<file path="src/hdl/dbbcc_pkg.sv">
// Shared widths, register codes and reset values for the climate controller.
`default_nettype none

package dbbcc_pkg;

    // Field widths.
    localparam int TEMP_W     = 15;
    localparam int HUMID_W    = 14;
    localparam int FRAC_W     = 16;
    localparam int LOCK_W     = 8;
    localparam int THR_W      = 17;
    localparam int PROD_W     = 32;
    localparam int CFG_IDX_W  = 3;
    localparam int CFG_DATA_W = 16;

    // Configuration register indexes.
    typedef enum logic [CFG_IDX_W-1:0] {
        REG_TEMP_ENABLE   = 3'd0,
        REG_TEMP_TARGET   = 3'd1,
        REG_HUMID_ENABLE  = 3'd2,
        REG_HUMID_TARGET  = 3'd3,
        REG_BAND_ON_FRAC  = 3'd4,
        REG_BAND_OFF_FRAC = 3'd5,
        REG_LOCKOUT_TICKS = 3'd6
    } cfg_index_t;

    // Configuration reset values.
    localparam logic                    RST_TEMP_ENABLE   = 1'b1;
    localparam logic signed [TEMP_W-1:0] RST_TEMP_TARGET  = 15'sd2800;
    localparam logic                    RST_HUMID_ENABLE  = 1'b0;
    localparam logic [HUMID_W-1:0]      RST_HUMID_TARGET  = 14'd5000;
    localparam logic [FRAC_W-1:0]       RST_BAND_ON_FRAC  = 16'd1835;
    localparam logic [FRAC_W-1:0]       RST_BAND_OFF_FRAC = 16'd1114;
    localparam logic [LOCK_W-1:0]       RST_LOCKOUT_TICKS = 8'd10;

endpackage

`default_nettype wire

</file>
<file path="src/hdl/dbbcc_if.sv">
// Request channels of the climate controller: samples, results and register writes.
`default_nettype none

interface dbbcc_sample_if;
    logic                                   valid;
    logic                                   ready;
    logic signed [dbbcc_pkg::TEMP_W-1:0]    temp_sample;
    logic        [dbbcc_pkg::HUMID_W-1:0]   humid_sample;
    logic                                   sensor_fault;

    modport source (output valid, output temp_sample, output humid_sample,
                    output sensor_fault, input ready);
    modport sink   (input valid, input temp_sample, input humid_sample,
                    input sensor_fault, output ready);
endinterface

interface dbbcc_result_if;
    logic valid;
    logic ready;
    logic heater_on;
    logic cooler_on;
    logic ventilator_on;
    logic humidifier_on;

    modport source (output valid, output heater_on, output cooler_on,
                    output ventilator_on, output humidifier_on, input ready);
    modport sink   (input valid, input heater_on, input cooler_on,
                    input ventilator_on, input humidifier_on, output ready);
endinterface

interface dbbcc_cfg_if;
    logic                                   valid;
    logic                                   ready;
    logic [dbbcc_pkg::CFG_IDX_W-1:0]        index;
    logic [dbbcc_pkg::CFG_DATA_W-1:0]       data;

    modport source (output valid, output index, output data, input ready);
    modport sink   (input valid, input index, input data, output ready);
endinterface

`default_nettype wire

</file>
<file path="src/hdl/dual_bang_bang_climate_controller.sv">
// A sample request is accepted into the sample register and passes to the drive register,
// where its result request is valid. Throughput: one sample per cycle while results are
// taken; the sample register and the drive register form a two-stage pipeline, and the
// drive register doubles as the result register.
// Reset: all drives off, all lockout counters zero, registers at their documented defaults.
// Register writes are always ready; a write to an unused index is dropped.
`default_nettype none

module dual_bang_bang_climate_controller (
    input  wire            clk,
    input  wire            rst_n,
    dbbcc_sample_if.sink   sample_in,
    dbbcc_result_if.source result_out,
    dbbcc_cfg_if.sink      cfg
);
    import dbbcc_pkg::*;

    // Configuration registers.
    logic                     temp_enable_reg;
    logic signed [TEMP_W-1:0] temp_target_reg;
    logic                     humid_enable_reg;
    logic [HUMID_W-1:0]       humid_target_reg;
    logic [FRAC_W-1:0]        band_on_frac_reg;
    logic [FRAC_W-1:0]        band_off_frac_reg;
    logic [LOCK_W-1:0]        lockout_ticks_reg;

    // Band products, target times fraction.
    logic signed [PROD_W-1:0] temp_on_prod_reg;
    logic signed [PROD_W-1:0] temp_off_prod_reg;
    logic signed [PROD_W-1:0] humid_on_prod_reg;
    logic signed [PROD_W-1:0] humid_off_prod_reg;
    logic signed [PROD_W-1:0] temp_on_prod_next;
    logic signed [PROD_W-1:0] temp_off_prod_next;
    logic signed [PROD_W-1:0] humid_on_prod_next;
    logic signed [PROD_W-1:0] humid_off_prod_next;

    // Sample stage.
    logic                     s1_valid_reg;
    logic signed [TEMP_W-1:0] s1_temp_reg;
    logic [HUMID_W-1:0]       s1_humid_reg;
    logic                     s1_fault_reg;
    logic                     s1_fire;
    logic                     out_adv;

    // Controller state; the drive bits are also the result payload.
    logic                     out_valid_reg;
    logic                     heater_reg;
    logic                     cooler_reg;
    logic                     vent_reg;
    logic                     humidifier_reg;
    logic [LOCK_W-1:0]        heater_lock_reg;
    logic [LOCK_W-1:0]        cooler_lock_reg;
    logic [LOCK_W-1:0]        vent_lock_reg;
    logic [LOCK_W-1:0]        humidifier_lock_reg;
    logic                     heater_next;
    logic                     cooler_next;
    logic                     vent_next;
    logic                     humidifier_next;
    logic [LOCK_W-1:0]        heater_lock_next;
    logic [LOCK_W-1:0]        cooler_lock_next;
    logic [LOCK_W-1:0]        vent_lock_next;
    logic [LOCK_W-1:0]        humidifier_lock_next;

    // Upper threshold: floor(target * (65536 + f) / 65536).
    function automatic logic signed [THR_W-1:0] thr_high(
        input logic signed [TEMP_W-1:0] tgt,
        input logic signed [PROD_W-1:0] prod
    );
        logic signed [PROD_W-1:0] sh;
        sh = prod >>> 16;
        return THR_W'(tgt) + THR_W'(sh);
    endfunction

    // Lower threshold: floor(target * (65536 - f) / 65536).
    function automatic logic signed [THR_W-1:0] thr_low(
        input logic signed [TEMP_W-1:0] tgt,
        input logic signed [PROD_W-1:0] prod
    );
        logic signed [PROD_W-1:0] sh;
        sh = (-prod) >>> 16;
        return THR_W'(tgt) + THR_W'(sh);
    endfunction

    // Register writes.
    assign cfg.ready = 1'b1;

    always_ff @(posedge clk or negedge rst_n)
    begin
        if (!rst_n)
        begin
            temp_enable_reg   <= RST_TEMP_ENABLE;
            temp_target_reg   <= RST_TEMP_TARGET;
            humid_enable_reg  <= RST_HUMID_ENABLE;
            humid_target_reg  <= RST_HUMID_TARGET;
            band_on_frac_reg  <= RST_BAND_ON_FRAC;
            band_off_frac_reg <= RST_BAND_OFF_FRAC;
            lockout_ticks_reg <= RST_LOCKOUT_TICKS;
        end
        else if (cfg.valid)
        begin
            case (cfg_index_t'(cfg.index))
                REG_TEMP_ENABLE:   temp_enable_reg   <= cfg.data[0];
                REG_TEMP_TARGET:   temp_target_reg   <= signed'(cfg.data[TEMP_W-1:0]);
                REG_HUMID_ENABLE:  humid_enable_reg  <= cfg.data[0];
                REG_HUMID_TARGET:  humid_target_reg  <= cfg.data[HUMID_W-1:0];
                REG_BAND_ON_FRAC:  band_on_frac_reg  <= cfg.data[FRAC_W-1:0];
                REG_BAND_OFF_FRAC: band_off_frac_reg <= cfg.data[FRAC_W-1:0];
                REG_LOCKOUT_TICKS: lockout_ticks_reg <= cfg.data[LOCK_W-1:0];
                default:           ;
            endcase
        end
    end

    // Band products are refreshed every cycle from the registers.
    always_comb
    begin
        logic signed [FRAC_W:0]  on_s;
        logic signed [FRAC_W:0]  off_s;
        logic signed [HUMID_W:0] hg_s;
        on_s  = signed'({1'b0, band_on_frac_reg});
        off_s = signed'({1'b0, band_off_frac_reg});
        hg_s  = signed'({1'b0, humid_target_reg});
        temp_on_prod_next   = PROD_W'(temp_target_reg) * PROD_W'(on_s);
        temp_off_prod_next  = PROD_W'(temp_target_reg) * PROD_W'(off_s);
        humid_on_prod_next  = PROD_W'(hg_s) * PROD_W'(on_s);
        humid_off_prod_next = PROD_W'(hg_s) * PROD_W'(off_s);
    end

    always_ff @(posedge clk)
    begin
        temp_on_prod_reg   <= temp_on_prod_next;
        temp_off_prod_reg  <= temp_off_prod_next;
        humid_on_prod_reg  <= humid_on_prod_next;
        humid_off_prod_reg <= humid_off_prod_next;
    end

    // Pipeline handshake.
    assign out_adv         = !out_valid_reg || result_out.ready;
    assign s1_fire         = s1_valid_reg && out_adv;
    assign sample_in.ready = !s1_valid_reg || out_adv;

    always_ff @(posedge clk or negedge rst_n)
    begin
        if (!rst_n)
        begin
            s1_valid_reg <= 1'b0;
        end
        else if (sample_in.ready)
        begin
            s1_valid_reg <= sample_in.valid;
        end
    end

    always_ff @(posedge clk)
    begin
        if (sample_in.valid && sample_in.ready)
        begin
            s1_temp_reg  <= sample_in.temp_sample;
            s1_humid_reg <= sample_in.humid_sample;
            s1_fault_reg <= sample_in.sensor_fault;
        end
    end

    // Hysteresis decisions for both loops, then lockout countdown.
    always_comb
    begin
        logic signed [THR_W-1:0]   t;
        logic signed [THR_W-1:0]   h;
        logic signed [TEMP_W-1:0]  hg;
        logic                      hd;
        logic                      cd;
        logic                      vd;
        logic                      ud;
        logic [LOCK_W-1:0]         hl;
        logic [LOCK_W-1:0]         cl;
        logic [LOCK_W-1:0]         vl;
        logic [LOCK_W-1:0]         ul;
        t  = THR_W'(s1_temp_reg);
        h  = THR_W'(signed'({1'b0, s1_humid_reg}));
        hg = signed'({1'b0, humid_target_reg});
        hd = heater_reg;
        cd = cooler_reg;
        vd = vent_reg;
        ud = humidifier_reg;
        hl = heater_lock_reg;
        cl = cooler_lock_reg;
        vl = vent_lock_reg;
        ul = humidifier_lock_reg;

        // Heater and cooler loop.
        if (!temp_enable_reg || s1_fault_reg)
        begin
            hd = 1'b0;
            cd = 1'b0;
        end
        else
        begin
            if (t > thr_low(temp_target_reg, temp_off_prod_reg) && hd)
            begin
                hd = 1'b0;
                cl = lockout_ticks_reg;
            end
            if (t < thr_high(temp_target_reg, temp_off_prod_reg) && cd)
            begin
                cd = 1'b0;
                hl = lockout_ticks_reg;
            end
            if (t > thr_high(temp_target_reg, temp_on_prod_reg) && cl == '0)
            begin
                cd = 1'b1;
            end
            if (t < thr_low(temp_target_reg, temp_on_prod_reg) && hl == '0)
            begin
                hd = 1'b1;
            end
        end

        // Ventilator and humidifier loop.
        if (!humid_enable_reg || s1_fault_reg)
        begin
            vd = 1'b0;
            ud = 1'b0;
        end
        else
        begin
            if (h < thr_low(hg, humid_off_prod_reg) && vd)
            begin
                vd = 1'b0;
                ul = lockout_ticks_reg;
            end
            if (h > thr_high(hg, humid_off_prod_reg) && ud)
            begin
                ud = 1'b0;
                vl = lockout_ticks_reg;
            end
            if (h > thr_high(hg, humid_on_prod_reg) && vl == '0)
            begin
                vd = 1'b1;
            end
            if (h < thr_low(hg, humid_on_prod_reg) && ul == '0)
            begin
                ud = 1'b1;
            end
        end

        heater_next          = hd;
        cooler_next          = cd;
        vent_next            = vd;
        humidifier_next      = ud;
        heater_lock_next     = (hl != '0) ? hl - 1'b1 : hl;
        cooler_lock_next     = (cl != '0) ? cl - 1'b1 : cl;
        vent_lock_next       = (vl != '0) ? vl - 1'b1 : vl;
        humidifier_lock_next = (ul != '0) ? ul - 1'b1 : ul;
    end

    // Controller state and result register.
    always_ff @(posedge clk or negedge rst_n)
    begin
        if (!rst_n)
        begin
            out_valid_reg       <= 1'b0;
            heater_reg          <= 1'b0;
            cooler_reg          <= 1'b0;
            vent_reg            <= 1'b0;
            humidifier_reg      <= 1'b0;
            heater_lock_reg     <= '0;
            cooler_lock_reg     <= '0;
            vent_lock_reg       <= '0;
            humidifier_lock_reg <= '0;
        end
        else
        begin
            if (out_adv)
            begin
                out_valid_reg <= s1_valid_reg;
            end
            if (s1_fire)
            begin
                heater_reg          <= heater_next;
                cooler_reg          <= cooler_next;
                vent_reg            <= vent_next;
                humidifier_reg      <= humidifier_next;
                heater_lock_reg     <= heater_lock_next;
                cooler_lock_reg     <= cooler_lock_next;
                vent_lock_reg       <= vent_lock_next;
                humidifier_lock_reg <= humidifier_lock_next;
            end
        end
    end

    assign result_out.valid         = out_valid_reg;
    assign result_out.heater_on     = heater_reg;
    assign result_out.cooler_on     = cooler_reg;
    assign result_out.ventilator_on = vent_reg;
    assign result_out.humidifier_on = humidifier_reg;

`ifndef SYNTHESIS
    // A faulty sample forces every drive off.
    a_fault_all_off: assert property (@(posedge clk) disable iff (!rst_n)
        s1_fire && s1_fault_reg |=> !heater_reg && !cooler_reg && !vent_reg && !humidifier_reg)
        else $error("drive left on after a sensor fault");

    // Lockout counters move only when a sample is processed.
    a_lock_hold: assert property (@(posedge clk) disable iff (!rst_n)
        !s1_fire |=> $stable(heater_lock_reg) && $stable(cooler_lock_reg)
                     && $stable(vent_lock_reg) && $stable(humidifier_lock_reg))
        else $error("lockout counter changed without a sample");

    // A locked-out heater cannot switch on while a reload keeps the lockout nonzero.
    a_heater_locked: assert property (@(posedge clk) disable iff (!rst_n)
        s1_fire && !heater_reg && heater_lock_reg != '0 && lockout_ticks_reg != '0
        |=> !heater_reg)
        else $error("heater switched on during lockout");

    // A locked-out ventilator cannot switch on while a reload keeps the lockout nonzero.
    a_vent_locked: assert property (@(posedge clk) disable iff (!rst_n)
        s1_fire && !vent_reg && vent_lock_reg != '0 && lockout_ticks_reg != '0
        |=> !vent_reg)
        else $error("ventilator switched on during lockout");

    // Result valid follows a processed sample.
    a_result_after_fire: assert property (@(posedge clk) disable iff (!rst_n)
        s1_fire |=> out_valid_reg)
        else $error("processed sample gave no result");
`endif

endmodule

`default_nettype wire

</file>
<file path="src/flat_wrapper.sv">
// flat-port wrapper written by rule: the top's interface ports become plain ports
module dual_bang_bang_climate_controller_flat import dbbcc_pkg::*;
  (clk, rst_n, sample_in_valid, sample_in_temp_sample, sample_in_humid_sample, sample_in_sensor_fault, sample_in_ready, result_out_valid, result_out_heater_on, result_out_cooler_on, result_out_ventilator_on, result_out_humidifier_on, result_out_ready, cfg_valid, cfg_index, cfg_data, cfg_ready);
  dbbcc_sample_if sample_in_i ();
  dbbcc_result_if result_out_i ();
  dbbcc_cfg_if cfg_i ();
  input  wire clk;
  input  wire rst_n;
  input wire logic [$bits(sample_in_i.valid)-1:0] sample_in_valid;
  input wire logic [$bits(sample_in_i.temp_sample)-1:0] sample_in_temp_sample;
  input wire logic [$bits(sample_in_i.humid_sample)-1:0] sample_in_humid_sample;
  input wire logic [$bits(sample_in_i.sensor_fault)-1:0] sample_in_sensor_fault;
  output wire logic [$bits(sample_in_i.ready)-1:0] sample_in_ready;
  output wire logic [$bits(result_out_i.valid)-1:0] result_out_valid;
  output wire logic [$bits(result_out_i.heater_on)-1:0] result_out_heater_on;
  output wire logic [$bits(result_out_i.cooler_on)-1:0] result_out_cooler_on;
  output wire logic [$bits(result_out_i.ventilator_on)-1:0] result_out_ventilator_on;
  output wire logic [$bits(result_out_i.humidifier_on)-1:0] result_out_humidifier_on;
  input wire logic [$bits(result_out_i.ready)-1:0] result_out_ready;
  input wire logic [$bits(cfg_i.valid)-1:0] cfg_valid;
  input wire logic [$bits(cfg_i.index)-1:0] cfg_index;
  input wire logic [$bits(cfg_i.data)-1:0] cfg_data;
  output wire logic [$bits(cfg_i.ready)-1:0] cfg_ready;
  assign sample_in_i.valid = sample_in_valid;
  assign sample_in_i.temp_sample = sample_in_temp_sample;
  assign sample_in_i.humid_sample = sample_in_humid_sample;
  assign sample_in_i.sensor_fault = sample_in_sensor_fault;
  assign sample_in_ready = sample_in_i.ready;
  assign result_out_valid = result_out_i.valid;
  assign result_out_heater_on = result_out_i.heater_on;
  assign result_out_cooler_on = result_out_i.cooler_on;
  assign result_out_ventilator_on = result_out_i.ventilator_on;
  assign result_out_humidifier_on = result_out_i.humidifier_on;
  assign result_out_i.ready = result_out_ready;
  assign cfg_i.valid = cfg_valid;
  assign cfg_i.index = cfg_index;
  assign cfg_i.data = cfg_data;
  assign cfg_ready = cfg_i.ready;
  dual_bang_bang_climate_controller u_core (.clk(clk), .rst_n(rst_n), .sample_in(sample_in_i), .result_out(result_out_i), .cfg(cfg_i));
endmodule
</file>
<file path="config.mk">
export PLATFORM = sky130hd
export DESIGN_NAME = dual_bang_bang_climate_controller_flat
export DESIGN_NICKNAME = d
export VERILOG_FILES = /design/src/hdl/dbbcc_pkg.sv /design/src/hdl/dbbcc_if.sv /design/src/hdl/dual_bang_bang_climate_controller.sv /design/src/flat_wrapper.sv
export SDC_FILE = /design/constraint.sdc
export NUM_CORES = 2
export LEC_CHECK = 0
export ABC_AREA = 1
export BUFFER_PORTS_ARGS = -buffer_cell sky130_fd_sc_hd__buf_2
export CELL_PAD_IN_SITES_DETAIL_PLACEMENT = 0
export CELL_PAD_IN_SITES_GLOBAL_PLACEMENT = 1
export CORE_UTILIZATION = 40
export DETAILED_ROUTE_END_ITERATION = 8
export GPL_TIMING_DRIVEN = 0
export HOLD_SLACK_MARGIN = 0.1
export MAX_ROUTING_LAYER = met4
export PLACE_DENSITY_LB_ADDON = 0.1
export SLEW_MARGIN = 20
export SYNTH_ARGS = -nofsm -noshare
export SYNTH_HDL_FRONTEND = slang
export SYNTH_SLANG_ARGS = --single-unit
</file>
<file path="constraint.sdc">
create_clock -name clk -period 10.1 [get_ports clk]
set_input_delay 1.01 -clock clk [delete_from_list [all_inputs] [get_ports clk]]
set_output_delay 1.01 -clock clk [all_outputs]
set_load 0.01 [all_outputs]
</file>
# [Word level (Yosys, flattened, before mapping)]
# Index checks and enable logic that the tools add are counted.
[word_totals] register_bits=263 inputBits=54 output_inout_bits=7 word_cells=128
[op_classes] addsub=16 n_mul=4 n_lt_le_gt_ge=8 n_eq_ne=6 n_mux=28 n_reduce_logical=42
[ops] op="$mux W8" count=16
[ops] op="$add A15 B16 Y17" count=6
[ops] op="$gt A15 B17 Y1" count=4
[ops] op="$lt A15 B17 Y1" count=4
[ops] op="$mul A15 B17 Y32" count=2
[ops] op="$neg A30 Y32" count=2
[ops] op="$neg A32 Y32" count=2
[ops] op="$mul A14 B16 Y30" count=2
[ops] op="$logic_not A8 Y1" count=4
[ops] op="$reduce_bool A8 Y1" count=4
[ops] op="$sub A8 B1 Y8 const B" count=4
[ops] op="$add A14 B14 Y15" count=2
[ops] op="$reduce_and A2 Y1" count=11
[ops] op="$mux W1" count=12
[ops] op="$reduce_bool A3 Y1" count=4
[ops] op="$logic_and A1 B1 Y1" count=10
[ops] op="$eq A3 B3 Y1 const B" count=3
[ops] op="$eq A3 B2 Y1 const B" count=2
[ops] op="$logic_not A1 Y1" count=4
[ops] op="$logic_or A1 B1 Y1" count=4
[ops] op="$eq A3 B1 Y1 const B" count=1
[ops] op="$logic_not A3 Y1" count=1

# [Logic depth before layout (Yosys ltp)]
[depth] depth_word=10 depth_mapped=46 mapped_depth_nobuf=46

# [Least setup slack after synthesis]
# Ideal clock, no wire load.
[synth_timing] kind="register to register" from="reg u_core.temp_target_reg[1]" to="reg u_core.temp_on_prod_reg[27]" setup_ps=120 arrival_time_ps=5725 required_time_ps=9980 setup_slack_ps=4255 path_stages_with_launch=25 path_buffers=2 period_less_slack_ps=5845 path_cell_list="dfrtp_1 > clkbuf_1 > clkbuf_1 > nand2_1 > fa_1 > inv_1 > fa_1 > inv_1 > fa_1 > inv_1 > fa_1 > inv_1 > fa_1 > inv_1 > fa_1 > ha_1 > a21oi_1 > o21ai_0 > a21oi_1 > inv_1 > a31oi_1 > o21bai_1 > nand2_1 > nand2_1 > xor2_1"
[synth_between] elab_chain_len=1
[synth_lines] element="start: declaration" line="dual_bang_bang_climate_controller.sv:20" text="logic signed [TEMP_W-1:0] temp_target_reg;"
[synth_lines] element="start signal: assignment" line="dual_bang_bang_climate_controller.sv:103" text="REG_TEMP_TARGET: temp_target_reg <= signed'(cfg.data[TEMP_W-1:0]);"
[synth_lines] element="$mul A15 B17 Y32" line="dual_bang_bang_climate_controller.sv:123" text="temp_on_prod_next = PROD_W'(temp_target_reg) * PROD_W'(on_s);"
[synth_lines] element="named net u_core.temp_on_prod_next[27]" line="dual_bang_bang_climate_controller.sv:32" text="logic signed [PROD_W-1:0] temp_on_prod_next;"
[synth_lines] element="end signal: assignment" line="dual_bang_bang_climate_controller.sv:131" text="temp_on_prod_reg <= temp_on_prod_next;"
[synth_lines] element="end: declaration" line="dual_bang_bang_climate_controller.sv:28" text="logic signed [PROD_W-1:0] temp_on_prod_reg;"
# The timed path passes the listed nets, and every way through them passes these cells.
# A chain may end at the register's enable or synchronous reset.

# [Worst setup path in the final report]
[layout_timing] from="reg u_core.temp_target_reg[4]" to="reg u_core.temp_on_prod_reg[30]"
# The elaborated chain is that of the path after synthesis.

==> results.md <==
- DP Wirelength: roughly 140000 um
- Ys Warns: 0
- Hold Buf Count CTS: 0
- Wirelength per Cell: 20.2 um
- Yosys top cell area share: 28.1%
- Cell taking the most area after synthesis: fa_1
- FF-to-FF Start: u_core.temp_target_reg[4]
- Crit Path Max Fanout: 10
- Worst r2r dst: u_core.temp_on_prod_reg[30]
- Clk_lat worst skew: 0.64 ns
- Placer Congestion: 0.918
- Post-Syn Area: 49900 um2
- Layout area overhead: 7.50%
- Vias in the first global route: 40902
- Final setup TNS: 0 ns
- Num ports: 61
- R2R setup slack: 2.17 ns
- Crit path DAT: 8.36 ns
- Cell count after placement: just over 8000
- Crit Path Class: reg2reg
- Die span in y: 355 um
- Die X: approximately 360 um
- Worst slew margin: 24.6%
- Final setup viols: 0
- Placed cell area: 52300 um2
- Clk buf depth: 3
- Vias per inst: 4.99
- Initial DRT Pass Iterations: 6
- Library cells used by synthesis: 67
- Largest net degree at the start of global routing: 71
- I/O Buffers: 59
- Status: finished clean
- Hold Crit Class: in2async
- Top cells by area, synth: fa_1, ha_1, nand2_1, inv_1, dfxtp_1
- TritonCTS clock tree: built
- Clk sink count: 263
- Cts repair resizes: 0
- Global Route Usage Sum: 27.6%
- Seq/Total Area, Yosys: 12.3%
- Async SR Flop Fraction: 41.4%
- Initial antenna violation count: 12
- Post-Synth Simple-Gate Area: 18.9%
- Clock Skew: between 0.04 and 0.05 ns
- CTS H-tree lvls: 2
- Starting Density: roughly two fifths
- Fmax: 126 MHz
- Final WL: ~170000 um
- Clock Root Buffer: clkbuf_16
- Final hold violation count: 0
- Synthesized flop and latch total: 263
- Initial drt markers: 2983
- WP data required: 10.53 ns
- Max-Cap Viols: 0
- Fraction of layout cells with a size suffix above 1: under 10%
- Worst-Margin Slew: 1.13 ns
- Pins Over Slew Limit: 0
- Die area: 126000 um2
- Synth Instances: 6460
- Grt total ovfl: 0
- RSZ-0062 raised after global routing: false
- CP Capture Type: flip-flop
- Post-route cell area: between 50000 and 60000 um2
- Syn avg cell area: 7.72 um2
- Adder-Cell Fraction of Synth Area: 44.7%
- Register-to-Register Path Depth: 25
- First-pass GRT wire length: 253000 um
- Period utilization: 78.6%
- Layout Cells excl Fill: 8232
- Post-CTS setup repair buffer count: 0
- Synth Area in Compound Gates: 6.83%
- Startpoint type of the worst setup path: flip-flop
- Post-route ant nets: 0
- Largest family of logic cells by synthesized area: adder cells
- Number of synthesized flops with an enable pin: 30
- Tmin final: 7.93 ns
- Core box area: 124000 um2
- Post-Synth XOR/XNOR Area: 4.49%
- Syn nets: between 7000 and 8000
- Clock-pin slew on the worst setup and hold paths: roughly 0.07 ns
- Final net count: 7980
- Drt drc: 0
- Main synth FF type: dfxtp_1
- Num CTS Buffers: 38
- FP Rows: 129
- Detailed-route via count: 41041
- Post-synthesis mux area share: 0%
## worst max path at each step
| stage | from | endpoint | cells past startpoint |
|---|---|---|---|
| 2_1_floorplan | u_core.temp_target_reg[1] | u_core.temp_on_prod_reg[27] | 24 |
| 3_3_place_gp | u_core.temp_target_reg[4] | u_core.temp_on_prod_reg[30] | 25 |
| 6_report | u_core.temp_target_reg[4] | u_core.temp_on_prod_reg[30] | 25 |
| 5_1_grt | u_core.temp_target_reg[6] | u_core.temp_on_prod_reg[25] | 24 |
| 3_5_place_dp | u_core.temp_target_reg[4] | u_core.temp_on_prod_reg[30] | 25 |
| 4_1_cts | u_core.temp_target_reg[4] | u_core.temp_on_prod_reg[30] | 25 |
## stage by stage
| step | hold slack (ns) | utilization (%) | setup slack (ns) |
|---|---|---|---|
| floorplan | 0.449 | - | 4.26 |
| global placement | 0.467 | 42.3 | 2.42 |
| detailed placement | 0.474 | 42.3 | 2.41 |
| CTS | 0.259 | 43.4 | 2.33 |
| global route | 0.310 | 43.4 | 1.95 |
| finish | 0.297 | 43.4 | 2.17 |
## worst max-delay path, stage by stage (launching register included)
cell and delay [ns]:
dfstp_2 0.65, clkbuf_1 0.71, clkbuf_1 0.73, nand2_1 0.20, fa_1 0.55, inv_1 0.05
fa_1 0.45, fa_1 0.50, fa_1 0.54, inv_1 0.05, fa_1 0.47, inv_1 0.05
fa_1 0.44, ha_1 0.36, a21oi_1 0.28, nor2_1 0.07, nor2_1 0.14, o221ai_1 0.17
nand2_1 0.10, nand3_1 0.15, nand3_1 0.12, nand2_1 0.08, a21oi_1 0.13, nor2_1 0.05
nor2_1 0.11, xor2_1 0.53
## kinds of logic (layout without fill, tap and decap cells)
family | count (synthesis) | count (layout)
and+or+nand+nor | 2281 | 2281
adders and majority gates | 1364 | 1364
buffers and inverters | 1692 | 1824
AOI/OAI and AO/OA | 604 | 604
DFF | 263 | 263
xor gates and xnor gates | 255 | 255
other | 1 | 4
## routing by layer
metal	vias up	part of all wire (%)	track usage (%)
met3	167	5.8	3.28
li1	19784	-	-
met2	975	44	42.0
met5	-	0	-
met4	0	2.0	5.49
met1	20115	48	39.3
## Yosys cell counts (4+ instances only)
library cell and n:
nand2_1 1668, inv_1 1449, fa_1 700, ha_1 664, a21oi_1 287, nor2_1 232
clkbuf_1 231, xor2_1 180, o21ai_0 165, nand3_1 164, dfxtp_1 124, dfrtp_1 83
xnor2_1 74, nor3_1 50, nand4_1 49, or2_2 44, edfxtp_1 30, dfstp_2 26
o21bai_1 23, o21ai_1 20, a21o_1 15, a31oi_1 15, nor2_2 14, nand2_2 13
o221ai_1 13, o211ai_1 11, nor4_1 10, o31ai_1 9, nand2_4 8, o21a_1 7
inv_2 6, nor2_4 6, a21boi_0 5, a21boi_1 5, nand3b_1 5, a221oi_1 4
buf_2 4, o2111ai_1 4, o21ai_2 4
## final cells by class
class / count / area (um2)
flip-flops and latches: 263 / 6140
well taps: 1637 / 2050
repair buffers: 62 / 368
inverters: 1455 / 5460
clock buffers: 50 / 1100
plain buffers: 237 / 903
fillers: 12935 / 70000
diodes: 3 / 7.51
clock inverters: 20 / 214
multi-input cells: 4505 / 37400
## cell usage in the layout, fill, tap and decap left out, types with 5 or more instances in the layout
master	count
nand2_1	1668
inv_1	1448
fa_1	700
ha_1	664
a21oi_1	287
clkbuf_1	234
nor2_1	232
xor2_1	180
o21ai_0	165
nand3_1	164
dfxtp_1	124
dfrtp_1	83
xnor2_1	74
buf_2	62
nor3_1	50
nand4_1	49
or2_2	44
clkbuf_16	42
edfxtp_1	30
dfstp_2	26
o21bai_1	23
o21ai_1	20
a21o_1	15
a31oi_1	15
nor2_2	14
o221ai_1	13
nand2_2	13
o211ai_1	11
nor4_1	10
o31ai_1	9
nand2_4	8
o21a_1	7
inv_2	7
nor2_4	6
a21boi_1	5
a21boi_0	5
nand3b_1	5
inv_4	5
Power is left out: the tool's default activity adds up to more than one toggle a clock period on the data nets, which glitch-free logic cannot reach.
